### src/rtl/core/vzd_pkg.sv
// Shared types and constants for the varint zigzag decoder.
// No dependencies; imported by every module of the block.
`timescale 1ns / 1ps

package vzd_pkg;

	localparam int BITS_PER_BYTE       = 7;
	localparam int MAX_BYTES           = 10;
	localparam int QUEUE_DEPTH_DEFAULT = 2;

	localparam logic [7:0] PAYLOAD_MASK   = 8'h7F;
	localparam int         MORE_BIT       = 7;
	localparam logic [3:0] COUNT_TOO_LONG = 4'd11;

	localparam logic [1:0] STATUS_OK       = 2'd0;
	localparam logic [1:0] STATUS_TOO_LONG = 2'd1;
	localparam logic [1:0] STATUS_TOO_BIG  = 2'd2;

	typedef enum logic [1:0] {
		KIND_U64 = 2'd0,
		KIND_U32 = 2'd1,
		KIND_S32 = 2'd2,
		KIND_S64 = 2'd3
	} kind_t;

	// One finished varint as handed from the front end to the back end
	typedef struct packed {
		logic [63:0] acc;
		logic [3:0]  count;
		logic        too_long;
		kind_t       kind;
	} vzd_rec_t;

	typedef struct packed {
		logic     valid;
		vzd_rec_t rec;
	} vzd_slot_t;

endpackage

### src/rtl/core/vzd_front.sv
// Front end: takes bytes, assembles varints, tracks discarding and the kind register.
// Depends on vzd_pkg; pushes finished varints into vzd_queue.
`timescale 1ns / 1ps

module vzd_front (
	input  logic              clk,
	input  logic              arst_n,
	input  logic              in_valid,
	output logic              in_ready,
	input  logic [7:0]        data_byte,
	input  logic              cfg_we,
	input  logic [1:0]        cfg_wdata,
	input  logic              q_full,
	output vzd_pkg::vzd_slot_t push
);
	import vzd_pkg::*;

	logic [63:0] acc_q, acc_d, acc_new, payload_sh;
	logic [3:0]  bytes_q, bytes_d, bytes_inc;
	logic        disc_q, disc_d;
	kind_t       kind_q;
	logic [6:0]  shamt;
	logic        accept, more;

	assign in_ready  = !q_full;
	assign accept    = in_valid && in_ready;
	assign more      = data_byte[MORE_BIT];
	assign bytes_inc = bytes_q + 4'd1;
	assign shamt     = 7'(bytes_q) * 7'(BITS_PER_BYTE);
	// payload bits shifted beyond bit 63 fall off here
	assign payload_sh = 64'(data_byte & PAYLOAD_MASK) << shamt;
	assign acc_new    = acc_q | payload_sh;

	always_comb begin
		acc_d          = acc_q;
		bytes_d        = bytes_q;
		disc_d         = disc_q;
		push.valid     = 1'b0;
		push.rec.acc   = acc_new;
		push.rec.count = bytes_inc;
		push.rec.too_long = 1'b0;
		push.rec.kind  = kind_q;
		if (accept) begin
			if (disc_q) begin
				if (!more) begin
					disc_d = 1'b0;
				end
			end else if (bytes_q >= 4'(MAX_BYTES)) begin
				push.valid        = 1'b1;
				push.rec.acc      = '0;
				push.rec.count    = COUNT_TOO_LONG;
				push.rec.too_long = 1'b1;
				acc_d             = '0;
				bytes_d           = '0;
				disc_d            = more;
			end else if (more) begin
				acc_d   = acc_new;
				bytes_d = bytes_inc;
			end else begin
				push.valid = 1'b1;
				acc_d      = '0;
				bytes_d    = '0;
			end
		end
	end

	always_ff @(posedge clk or negedge arst_n) begin
		if (!arst_n) begin
			acc_q   <= '0;
			bytes_q <= '0;
			disc_q  <= 1'b0;
			kind_q  <= KIND_U64;
		end else begin
			acc_q   <= acc_d;
			bytes_q <= bytes_d;
			disc_q  <= disc_d;
			if (cfg_we) begin
				kind_q <= kind_t'(cfg_wdata);
			end
		end
	end

endmodule

### src/rtl/core/vzd_queue.sv
// Short queue of finished varints between the front and back ends.
// Depends on vzd_pkg for the record type.
`timescale 1ns / 1ps

module vzd_queue #(
	parameter int DEPTH = vzd_pkg::QUEUE_DEPTH_DEFAULT
) (
	input  logic               clk,
	input  logic               arst_n,
	input  vzd_pkg::vzd_slot_t push,
	output logic               full,
	input  logic               pop,
	output vzd_pkg::vzd_slot_t head
);
	import vzd_pkg::*;

	localparam int PTR_W = $clog2(DEPTH);
	localparam int CNT_W = $clog2(DEPTH + 1);

	vzd_rec_t          mem_q [DEPTH];
	logic [PTR_W-1:0]  wr_ptr_q, rd_ptr_q;
	logic [CNT_W-1:0]  count_q;
	logic              do_push, do_pop;

	assign full       = (count_q == CNT_W'(DEPTH));
	assign head.valid = (count_q != '0);
	assign head.rec   = mem_q[rd_ptr_q];
	assign do_push    = push.valid && !full;
	assign do_pop     = pop && head.valid;

	always_ff @(posedge clk) begin
		if (do_push) begin
			mem_q[wr_ptr_q] <= push.rec;
		end
	end

	always_ff @(posedge clk or negedge arst_n) begin
		if (!arst_n) begin
			wr_ptr_q <= '0;
			rd_ptr_q <= '0;
			count_q  <= '0;
		end else begin
			if (do_push) begin
				wr_ptr_q <= (wr_ptr_q == PTR_W'(DEPTH - 1)) ? '0 : wr_ptr_q + PTR_W'(1);
			end
			if (do_pop) begin
				rd_ptr_q <= (rd_ptr_q == PTR_W'(DEPTH - 1)) ? '0 : rd_ptr_q + PTR_W'(1);
			end
			if (do_push && !do_pop) begin
				count_q <= count_q + CNT_W'(1);
			end else if (do_pop && !do_push) begin
				count_q <= count_q - CNT_W'(1);
			end
		end
	end

endmodule

### src/rtl/core/vzd_back.sv
// Back end: range checks, zigzag decoding and the output register.
// Depends on vzd_pkg; pops finished varints from vzd_queue.
`timescale 1ns / 1ps

module vzd_back (
	input  logic               clk,
	input  logic               arst_n,
	input  vzd_pkg::vzd_slot_t head,
	output logic               pop,
	output logic               out_valid,
	input  logic               out_ready,
	output logic [63:0]        decoded_value,
	output logic [3:0]         byte_count,
	output logic [1:0]         status
);
	import vzd_pkg::*;

	logic        out_valid_q;
	logic [63:0] value_q, res_value, z64;
	logic [3:0]  count_q;
	logic [1:0]  status_q, res_status;
	logic [31:0] z32;
	logic        is32;

	assign pop = head.valid && (!out_valid_q || out_ready);

	assign z32  = {1'b0, head.rec.acc[31:1]} ^ {32{head.rec.acc[0]}};
	assign z64  = {1'b0, head.rec.acc[63:1]} ^ {64{head.rec.acc[0]}};
	assign is32 = (head.rec.kind == KIND_U32) || (head.rec.kind == KIND_S32);

	always_comb begin
		res_value  = '0;
		res_status = STATUS_OK;
		if (head.rec.too_long) begin
			res_status = STATUS_TOO_LONG;
		end else if (is32 && (head.rec.acc[63:32] != '0)) begin
			res_status = STATUS_TOO_BIG;
		end else begin
			unique case (head.rec.kind) inside
				KIND_U64, KIND_U32: res_value = head.rec.acc;
				KIND_S32:           res_value = {{32{z32[31]}}, z32};
				KIND_S64:           res_value = z64;
			endcase
		end
	end

	always_ff @(posedge clk or negedge arst_n) begin
		if (!arst_n) begin
			out_valid_q <= 1'b0;
		end else if (pop) begin
			out_valid_q <= 1'b1;
		end else if (out_ready) begin
			out_valid_q <= 1'b0;
		end
	end

	// hold the result until taken
	always_ff @(posedge clk) begin
		if (pop) begin
			value_q  <= res_value;
			count_q  <= head.rec.count;
			status_q <= res_status;
		end
	end

	assign out_valid     = out_valid_q;
	assign decoded_value = value_q;
	assign byte_count    = count_q;
	assign status        = status_q;

endmodule

### src/rtl/core/varint_zigzag_decoder.sv
// Varint (LEB128) decoder with zigzag for signed kinds; top level.
// A finished varint is written into the result queue and from there into the output register.
// Throughput: one byte per cycle; in_ready drops only when the result queue is full.
// Reset (arst_n low): clears the partial varint, discarding state, queue and kind (to U64).
// Instantiates vzd_front, vzd_queue and vzd_back; uses vzd_pkg.
`timescale 1ns / 1ps

module varint_zigzag_decoder #(
	parameter int QUEUE_DEPTH = vzd_pkg::QUEUE_DEPTH_DEFAULT
) (
	input  logic        clk,
	input  logic        arst_n,
	input  logic        in_valid,
	output logic        in_ready,
	input  logic [7:0]  data_byte,
	output logic        out_valid,
	input  logic        out_ready,
	output logic [63:0] decoded_value,
	output logic [3:0]  byte_count,
	output logic [1:0]  status,
	input  logic        cfg_we,
	input  logic [1:0]  cfg_wdata
);
	import vzd_pkg::*;

	vzd_slot_t push, head;
	logic      q_full, pop;

	vzd_front u_front (
		.clk       (clk),
		.arst_n    (arst_n),
		.in_valid  (in_valid),
		.in_ready  (in_ready),
		.data_byte (data_byte),
		.cfg_we    (cfg_we),
		.cfg_wdata (cfg_wdata),
		.q_full    (q_full),
		.push      (push)
	);

	vzd_queue #(
		.DEPTH (QUEUE_DEPTH)
	) u_queue (
		.clk    (clk),
		.arst_n (arst_n),
		.push   (push),
		.full   (q_full),
		.pop    (pop),
		.head   (head)
	);

	vzd_back u_back (
		.clk           (clk),
		.arst_n        (arst_n),
		.head          (head),
		.pop           (pop),
		.out_valid     (out_valid),
		.out_ready     (out_ready),
		.decoded_value (decoded_value),
		.byte_count    (byte_count),
		.status        (status)
	);

endmodule

### config.mk
export PLATFORM = sky130hd
export DESIGN_NAME = varint_zigzag_decoder
export DESIGN_NICKNAME = d
export VERILOG_FILES = /design/src/rtl/core/vzd_pkg.sv /design/src/rtl/core/vzd_front.sv /design/src/rtl/core/vzd_queue.sv /design/src/rtl/core/vzd_back.sv /design/src/rtl/core/varint_zigzag_decoder.sv
export SDC_FILE = /design/constraint.sdc
export NUM_CORES = 1
export LEC_CHECK = 0
export BUFFER_PORTS_ARGS = -buffer_cell sky130_fd_sc_hd__buf_2
export CAP_MARGIN = 15
export CORE_AREA = 8 8 176 145
export CTS_BUF_LIST = sky130_fd_sc_hd__clkbuf_8
export CTS_CLUSTER_SIZE = 20
export DETAILED_ROUTE_END_ITERATION = 7
export DIE_AREA = 0 0 184 153
export PLACE_DENSITY = 0.87
export SYNTH_ARGS = -nofsm -noshare
export SYNTH_HDL_FRONTEND = slang
export SYNTH_SLANG_ARGS = --single-unit
### constraint.sdc
create_clock -name clk -period 4.88 [get_ports clk]
set_clock_uncertainty 0.2 [all_clocks]
set_input_delay 0.488 -clock clk [delete_from_list [all_inputs] [get_ports clk]]
set_output_delay 0.488 -clock clk [all_outputs]
set_load 0.02 [all_outputs]
==> results.md, run 1 <==
* Synthesized net count at 1016
* Unrepaired setup endpoints after global routing: false
* Clock sinks at 288
* Syn Area/Cell at 12.7 µm²
* ANT cells at 0
* Top FF cell, synth: edfxtp_1
* Mapped Area at 0.0126 mm²
* Synth cell types at 41
* Post-synth ARST share at 26.4%
* Die Y at 153 µm
* Power Total at 9.12 mW
* Final-layout fill cell count at 1702
* Synth-to-layout area growth at 12.8%
* RR Endpoint: u_queue.mem_q[1][38]
* Min Tclk post-route at 3.59 ns
* Worst Setup EP: u_queue.mem_q[1][38]
* Maxcap violations at 0
* Critical Path Fanout Max at 26
* Class of the worst hold path: primary input to asynchronous set/reset pin
* Placement Cell Area at 0.0133 mm²
* Fmax at 0.278 GHz
* Std cell rows at 50
* Remaining antenna violation count after routing at 0
* Dpl cells at 1338
* Pin count of the biggest net entering global routing at 77
* Initial antenna violation count at 1
* Critical path class: register to register
* Later-pin clock latency in the skew report at 0.56 ns
* Reg2reg path depth at 5
* Port-buffer cells at 86
* Fin util at 62.7%
* Initial Utilization at 55.5%
* TritonCTS clock tree: yes
* Register area share after synthesis at 65.4%
* Total Wirelength at 28300 µm
* Clock Tree Root: clkbuf_8
* HPWL after DPL at 18500 µm
* I/O Pins at 87
* Post-route worst setup slack at 1.29 ns
* Num CTS Buffers at 44
* Post-Syn Instances at 996
* Type of origin of the critical path: register
* H-tree Lvls at 2
* Status: finished, violations left
* DR vias at 8376
* Vias in the first global route at 8164
* Crit path DAT at 3.60 ns
* DRT Pass-1 Iters at 6
* FF+latch count, synth at 288
* GPL Wtd Cong at 0.838
* Final hold vios at 6
* Slew @ Worst Pin at 1.14 ns
* Crit share post-route at 73.6%
* DR WL/cell at 19.8 µm
* Cell taking the most area after synthesis: edfxtp_1
* Synth top area cells: edfxtp_1, dfrtp_1, nor2_1, a21oi_1, mux2_2
* Power density cells at 639 mW/mm²
* Clock buffer depth at 3
* Final setup viols at 0
* Non-filler cells, final at 1425
* Share of post-route cells with drive strength above 1 at 21.6%
* GR Overflow Total at 0
* First-pass GRT wire length at 44300 µm
* Worst hold margin at -0.0154 ns
* Clk slew on worst S/H paths at 0.06 ns
* EDFF count, synth at 212
* Dpl ws at 1.28 ns
* Final nets at 1097
* Worst Path Required at 4.89 ns
* Crit. End Element: register
* Worst R2R Setup Slack at 1.29 ns
* Post-synth top area share at 50.3%
* Routed vias/inst at 5.88
* Post_cts resized at 0
* Failing checks: hold timing
* Setup crit start: u_queue.count_q[0]
* Peak VDD IR at 0.293 mV
* Design Area, Final at 0.0143 mm²
* Core area at 0.0228 mm²
* Gr usage total at 19.7%
* Die Wd at 184 µm
* P_leak at 5.64 nW
* Sum Neg Setup Slack at 0 ns
* Worst flop-to-flop path startpoint: u_queue.count_q[0]
* Area of the die at 0.0282 mm²
* Max-slew violations at 0
* Syn. warnings at 0
* Post-route DRC at 0
* Slew HR at 23.3%
* Initial DRC Count at 900
==> per-layer routing <==
metal  wire, µm  up-vias  global-route usage, %
li1           -     3793                      -
met1      12300     4078                   27.7
met2      13000      450                   30.6
met3       2540       53                   4.48
met4        491        2                   5.06
met5         10        -                      0
==> flip-flops by register name, summed over array words and instances (netlist names) <==
| register | flops |
|---|---|
| u_front.bytes_q | 4 |
| u_back.decoded_value | 64 |
| u_queue.mem_q | 142 |
| u_queue.wr_ptr_q | 1 |
| u_back.out_valid | 1 |
| u_front.disc_q | 1 |
| u_back.byte_count | 4 |
| u_queue.rd_ptr_q | 1 |
| u_front.kind_q | 2 |
| u_back.status | 2 |
| u_front.acc_q | 64 |
| u_queue.count_q | 2 |
==> how the worst min path moves through the flow <==
stage / start / to / slack [ns] / cells past startpoint
finish: arst_n / u_front.kind_q[1] / -0.02 / 2
global route: cfg_we / u_front.kind_q[0] / 0.02 / 2
CTS: arst_n / u_queue.count_q[1] / 0.002 / 2
detailed placement: u_front.acc_q[14] / u_front.acc_q[14] / 0.28 / 2
global placement: u_front.acc_q[57] / u_front.acc_q[57] / 0.28 / 2
floorplan: arst_n / u_back.out_valid / -0.008 / 0
==> Yosys cell counts, types with 7 or more instances <==
cell type  number
edfxtp_1      212
nor2_1        209
a21oi_1       130
dfrtp_1        76
clkbuf_1       41
mux2_2         38
mux2i_1        36
xor2_1         36
xnor2_1        32
a221oi_1       30
a211oi_2       27
buf_2          15
nor4_1         14
nor3_1         12
buf_1          10
nand2_1         9
and2_1          7
==> critical path: stages (launching register included) <==
cell and delay [ns]:
dfrtp_1 0.41, nand2b_1 0.18, nand3b_1 0.56, a21oi_4 0.75
and2_2 0.68, buf_4 0.46
==> final cells by class <==
type	instances	area, µm²	area share (%)
clock buffers	53	729	5.11
inverters	4	15.0	0.105
multi-input cells	630	4080	28.6
repair buffers	109	663	4.65
clock inverters	29	124	0.868
flip-flops and latches	288	8270	58.0
well taps	312	390	2.74
==> cell usage in the layout (no fill, tap or decap), types with 6 or more instances in the layout <==
master and count:
a211oi_1 6, a211oi_2 27, a21oi_1 129, a221oi_1 30
and2_1 6, buf_2 86, buf_4 16, clkbuf_8 53
dfrtp_1 75, edfxtp_1 212, inv_1 25, mux2_2 38
mux2i_1 35, nand2_1 9, nand2b_1 6, nor2_1 207
nor3_1 12, nor4_1 14, o21ai_0 6, xnor2_1 32
xor2_1 36
==> timing repair <==
item,4_1_cts,5_1_grt
hold buffers,3,0
buffers inserted,0,0
endpoints found under the hold margin,3,0
==> power by group <==
| part | switching [mW] | internal [mW] | leakage [nW] |
|---|---|---|---|
| registers | 0.275 | 3.50 | 3.05 |
| logic | 2.25 | 1.21 | 2.08 |
| clock network | 0.907 | 0.986 | 0.514 |
==> kinds of logic after synthesis <==
| kind of cell | share of synthesized area [%] |
|---|---|
| AO/OA/AOI/OAI | 11.2 |
| AND/OR/NAND/NOR | 9.16 |
| flip-flops | 65.4 |
| adder cells (fa/ha/maj) | 0.495 |
| multiplexers | 6.23 |
| XOR/XNOR | 4.71 |
| buffers and inverters | 2.79 |
No activity file was read; power rests on OpenSTA's default activity.
==> run 2: changes to the inputs <==
- CORE_AREA: 8 8 176 145 -> 8 8 173 142
- DIE_AREA: 0 0 184 153 -> 0 0 181 150
- clock period: 4.88 -> 3.6 ns (I/O delays scaled with it)
==> run 2 against run 1 <==
Effect of this change: hold slack improved by 0.048 ns; utilization increased by 2.9 points; via count increased by 0.53%; combinational power is 38% higher; clock power grew 35%; sequential power increased by 37%; the run now ends clean; worst setup slack got worse by 0.78 ns.
==> results.md, run 2 (synthesis gave the netlist of run 1 again) <==
* Status: finished clean
* Design Area, Final at 0.0144 mm² (+0.90%)
* Sum Neg Setup Slack at 0 ns (unchanged)
* Share of post-route cells with drive strength above 1 at 22.3% (+0.76 points)
* Critical Path Fanout Max at 35 (+35%)
* Core area at 0.0219 mm² (-3.6%)
* Std cell rows at 49 (-2.0%)
* TritonCTS clock tree: yes
* Pin count of the biggest net entering global routing at 94 (+22%)
* Maxcap violations at 0 (unchanged)
* Fin util at 65.6% (+2.9 points)
* Clock sinks at 288 (unchanged)
* Commonest non-fill, non-tap cell in the layout: edfxtp_1
* Final-layout fill cell count at 1548 (-9.0%)
* ANT cells at 0 (unchanged)
* Class of the worst hold path: primary input to register
* Min Tclk post-route at 3.09 ns (-0.498 ns)
* Placement Cell Area at 0.0135 mm² (+0.90%)
* Largest register FFs at 142 (unchanged)
* Met3 usage at 6.48% (+2.0 points)
* I/O Pins at 87 (unchanged)
* Fmax at 0.323 GHz (+16%)
* Die Y at 150 µm (-2.0%)
* Area of the die at 0.0272 mm² (-3.6%)
* Post-route DRC at 0 (unchanged)
* Power Total at 12.5 mW (+37%)
* Post-route worst setup slack at 0.506 ns (-0.782 ns)
* Clock buffer depth at 3 (unchanged)
* Clock Tree Root: clkbuf_8
* P_leak at 5.74 nW (+1.7%)
* Worst Path Required at 3.68 ns (-1.21 ns)
* Vias in the first global route at 8295 (+1.6%)
* Gr busiest metal: met2
* Type of origin of the critical path: register
* Power density cells at 867 mW/mm² (+36%)
* Routed vias/inst at 5.98 (+1.7%)
* Initial antenna violation count at 1 (unchanged)
* Die Wd at 181 µm (-1.6%)
* Peak VDD IR at 0.350 mV (+19%)
* Crit. End Element: register
* First-pass GRT wire length at 45100 µm (+2.0%)
* Top reg by flops: u_queue.mem_q
* Non-filler cells, final at 1409 (-1.1%)
* Hold path start: data_byte[0]
* Slew HR at 32.8% (+9.5 points)
* Post_cts resized at 0 (unchanged)
* HPWL after DPL at 18800 µm (+1.9%)
* Total Wirelength at 28500 µm (+0.76%)
* Crit share post-route at 86.0% (+12 points)
* Met1 GRT Util at 28.2% (+0.50 points)
* Dpl cells at 1319 (-1.4%)
* Setup crit start: u_queue.rd_ptr_q
* DR vias at 8420 (+0.53%)
* H-tree Lvls at 2 (unchanged)
* Critical path class: register to register
* Unrepaired setup endpoints after global routing: false
* GR Overflow Total at 0 (unchanged)
* Final hold vios at 0 (-6)
* Dpl ws at 0.535 ns (-0.749 ns)
* Crit path DAT at 3.17 ns (-0.43 ns)
* Synth-to-layout area growth at 13.9%
* Final nets at 1113 (+1.5%)
* Met2 usage at 32.9% (+2.3 points)
* DRT Pass-1 Iters at 6 (unchanged)
* Slew @ Worst Pin at 0.999 ns (-0.141 ns)
* Worst hold margin at 0.0330 ns (+0.0484 ns)
* Worst flop-to-flop path startpoint: u_queue.rd_ptr_q
* Clk slew on worst S/H paths at 0.06 ns (about the same)
* Gr usage total at 21.0% (+1.3 points)
* Final setup viols at 0 (unchanged)
* Port-buffer cells at 86 (unchanged)
* Most frequent cells in the layout: edfxtp_1, nor2_1, a21oi_1
* Num CTS Buffers at 44 (unchanged)
* Later-pin clock latency in the skew report at 0.56 ns (about the same)
* Max-slew violations at 0 (unchanged)
* DR WL/cell at 20.2 µm (+1.9%)
* GPL Wtd Cong at 0.872 (+4.1%)
* Initial DRC Count at 843 (-6.3%)
* Initial Utilization at 57.6% (+2.1 points)
* Remaining antenna violation count after routing at 0 (unchanged)
run 2: cell type report:
class,count,area [µm²],share of cell area (%)
Inverter,4,15.0,0.104
Multi-Input combinational cell,630,4080,28.3
Clock inverter,29,125,0.869
Clock buffer,53,729,5.07
Sequential cell,288,8270,57.5
Tap cell,280,350,2.43
Timing Repair Buffer,125,831,5.77
run 2: path summary, 6_finish.rpt:
check / endpoint / slack (ns) / cells after the start
setup / recovery: u_back.decoded_value[20] / 0.51 / 7
hold / removal: u_front.acc_q[42] / 0.03 / 3
setup reg to reg: u_back.decoded_value[20] / 0.51 / 7
min in group asynchronous: u_front.kind_q[0] / 0.23 / 2
max in group asynchronous: u_front.acc_q[3] / 2.24 / 3
hold reg to reg: u_queue.mem_q[0][0] / 0.29 / 0
run 2: report_power, final:
| part | internal [mW] | total [mW] | switching, mW |
|---|---|---|---|
| combinational | 1.71 | 4.76 | 3.05 |
| sequential | 4.74 | 5.15 | 0.411 |
| clock | 1.34 | 2.56 | 1.23 |
| total | 7.79 | 12.5 | 4.69 |
run 2: worst max-delay path: stages, from the launching register on:
cell	delay [ns]
dfrtp_4	0.78
mux2_2	0.43
ha_1	0.32
inv_1	0.07
nor2_1	0.06
a31oi_4	0.59
buf_12	0.26
a211oi_1	0.07
run 2: repair_timing:
item	4_1_cts	5_1_grt
endpoints found under the hold margin	38	0
setup buffers	0	0
hold buffers	8	0
run 2: layer usage:
metal	wire length, µm	vias up	part of all wire (%)
met5	9	-	0.032
met4	442	2	1.6
met3	2800	50	9.8
met2	13100	419	46
met1	12100	4111	42
li1	-	3838	-
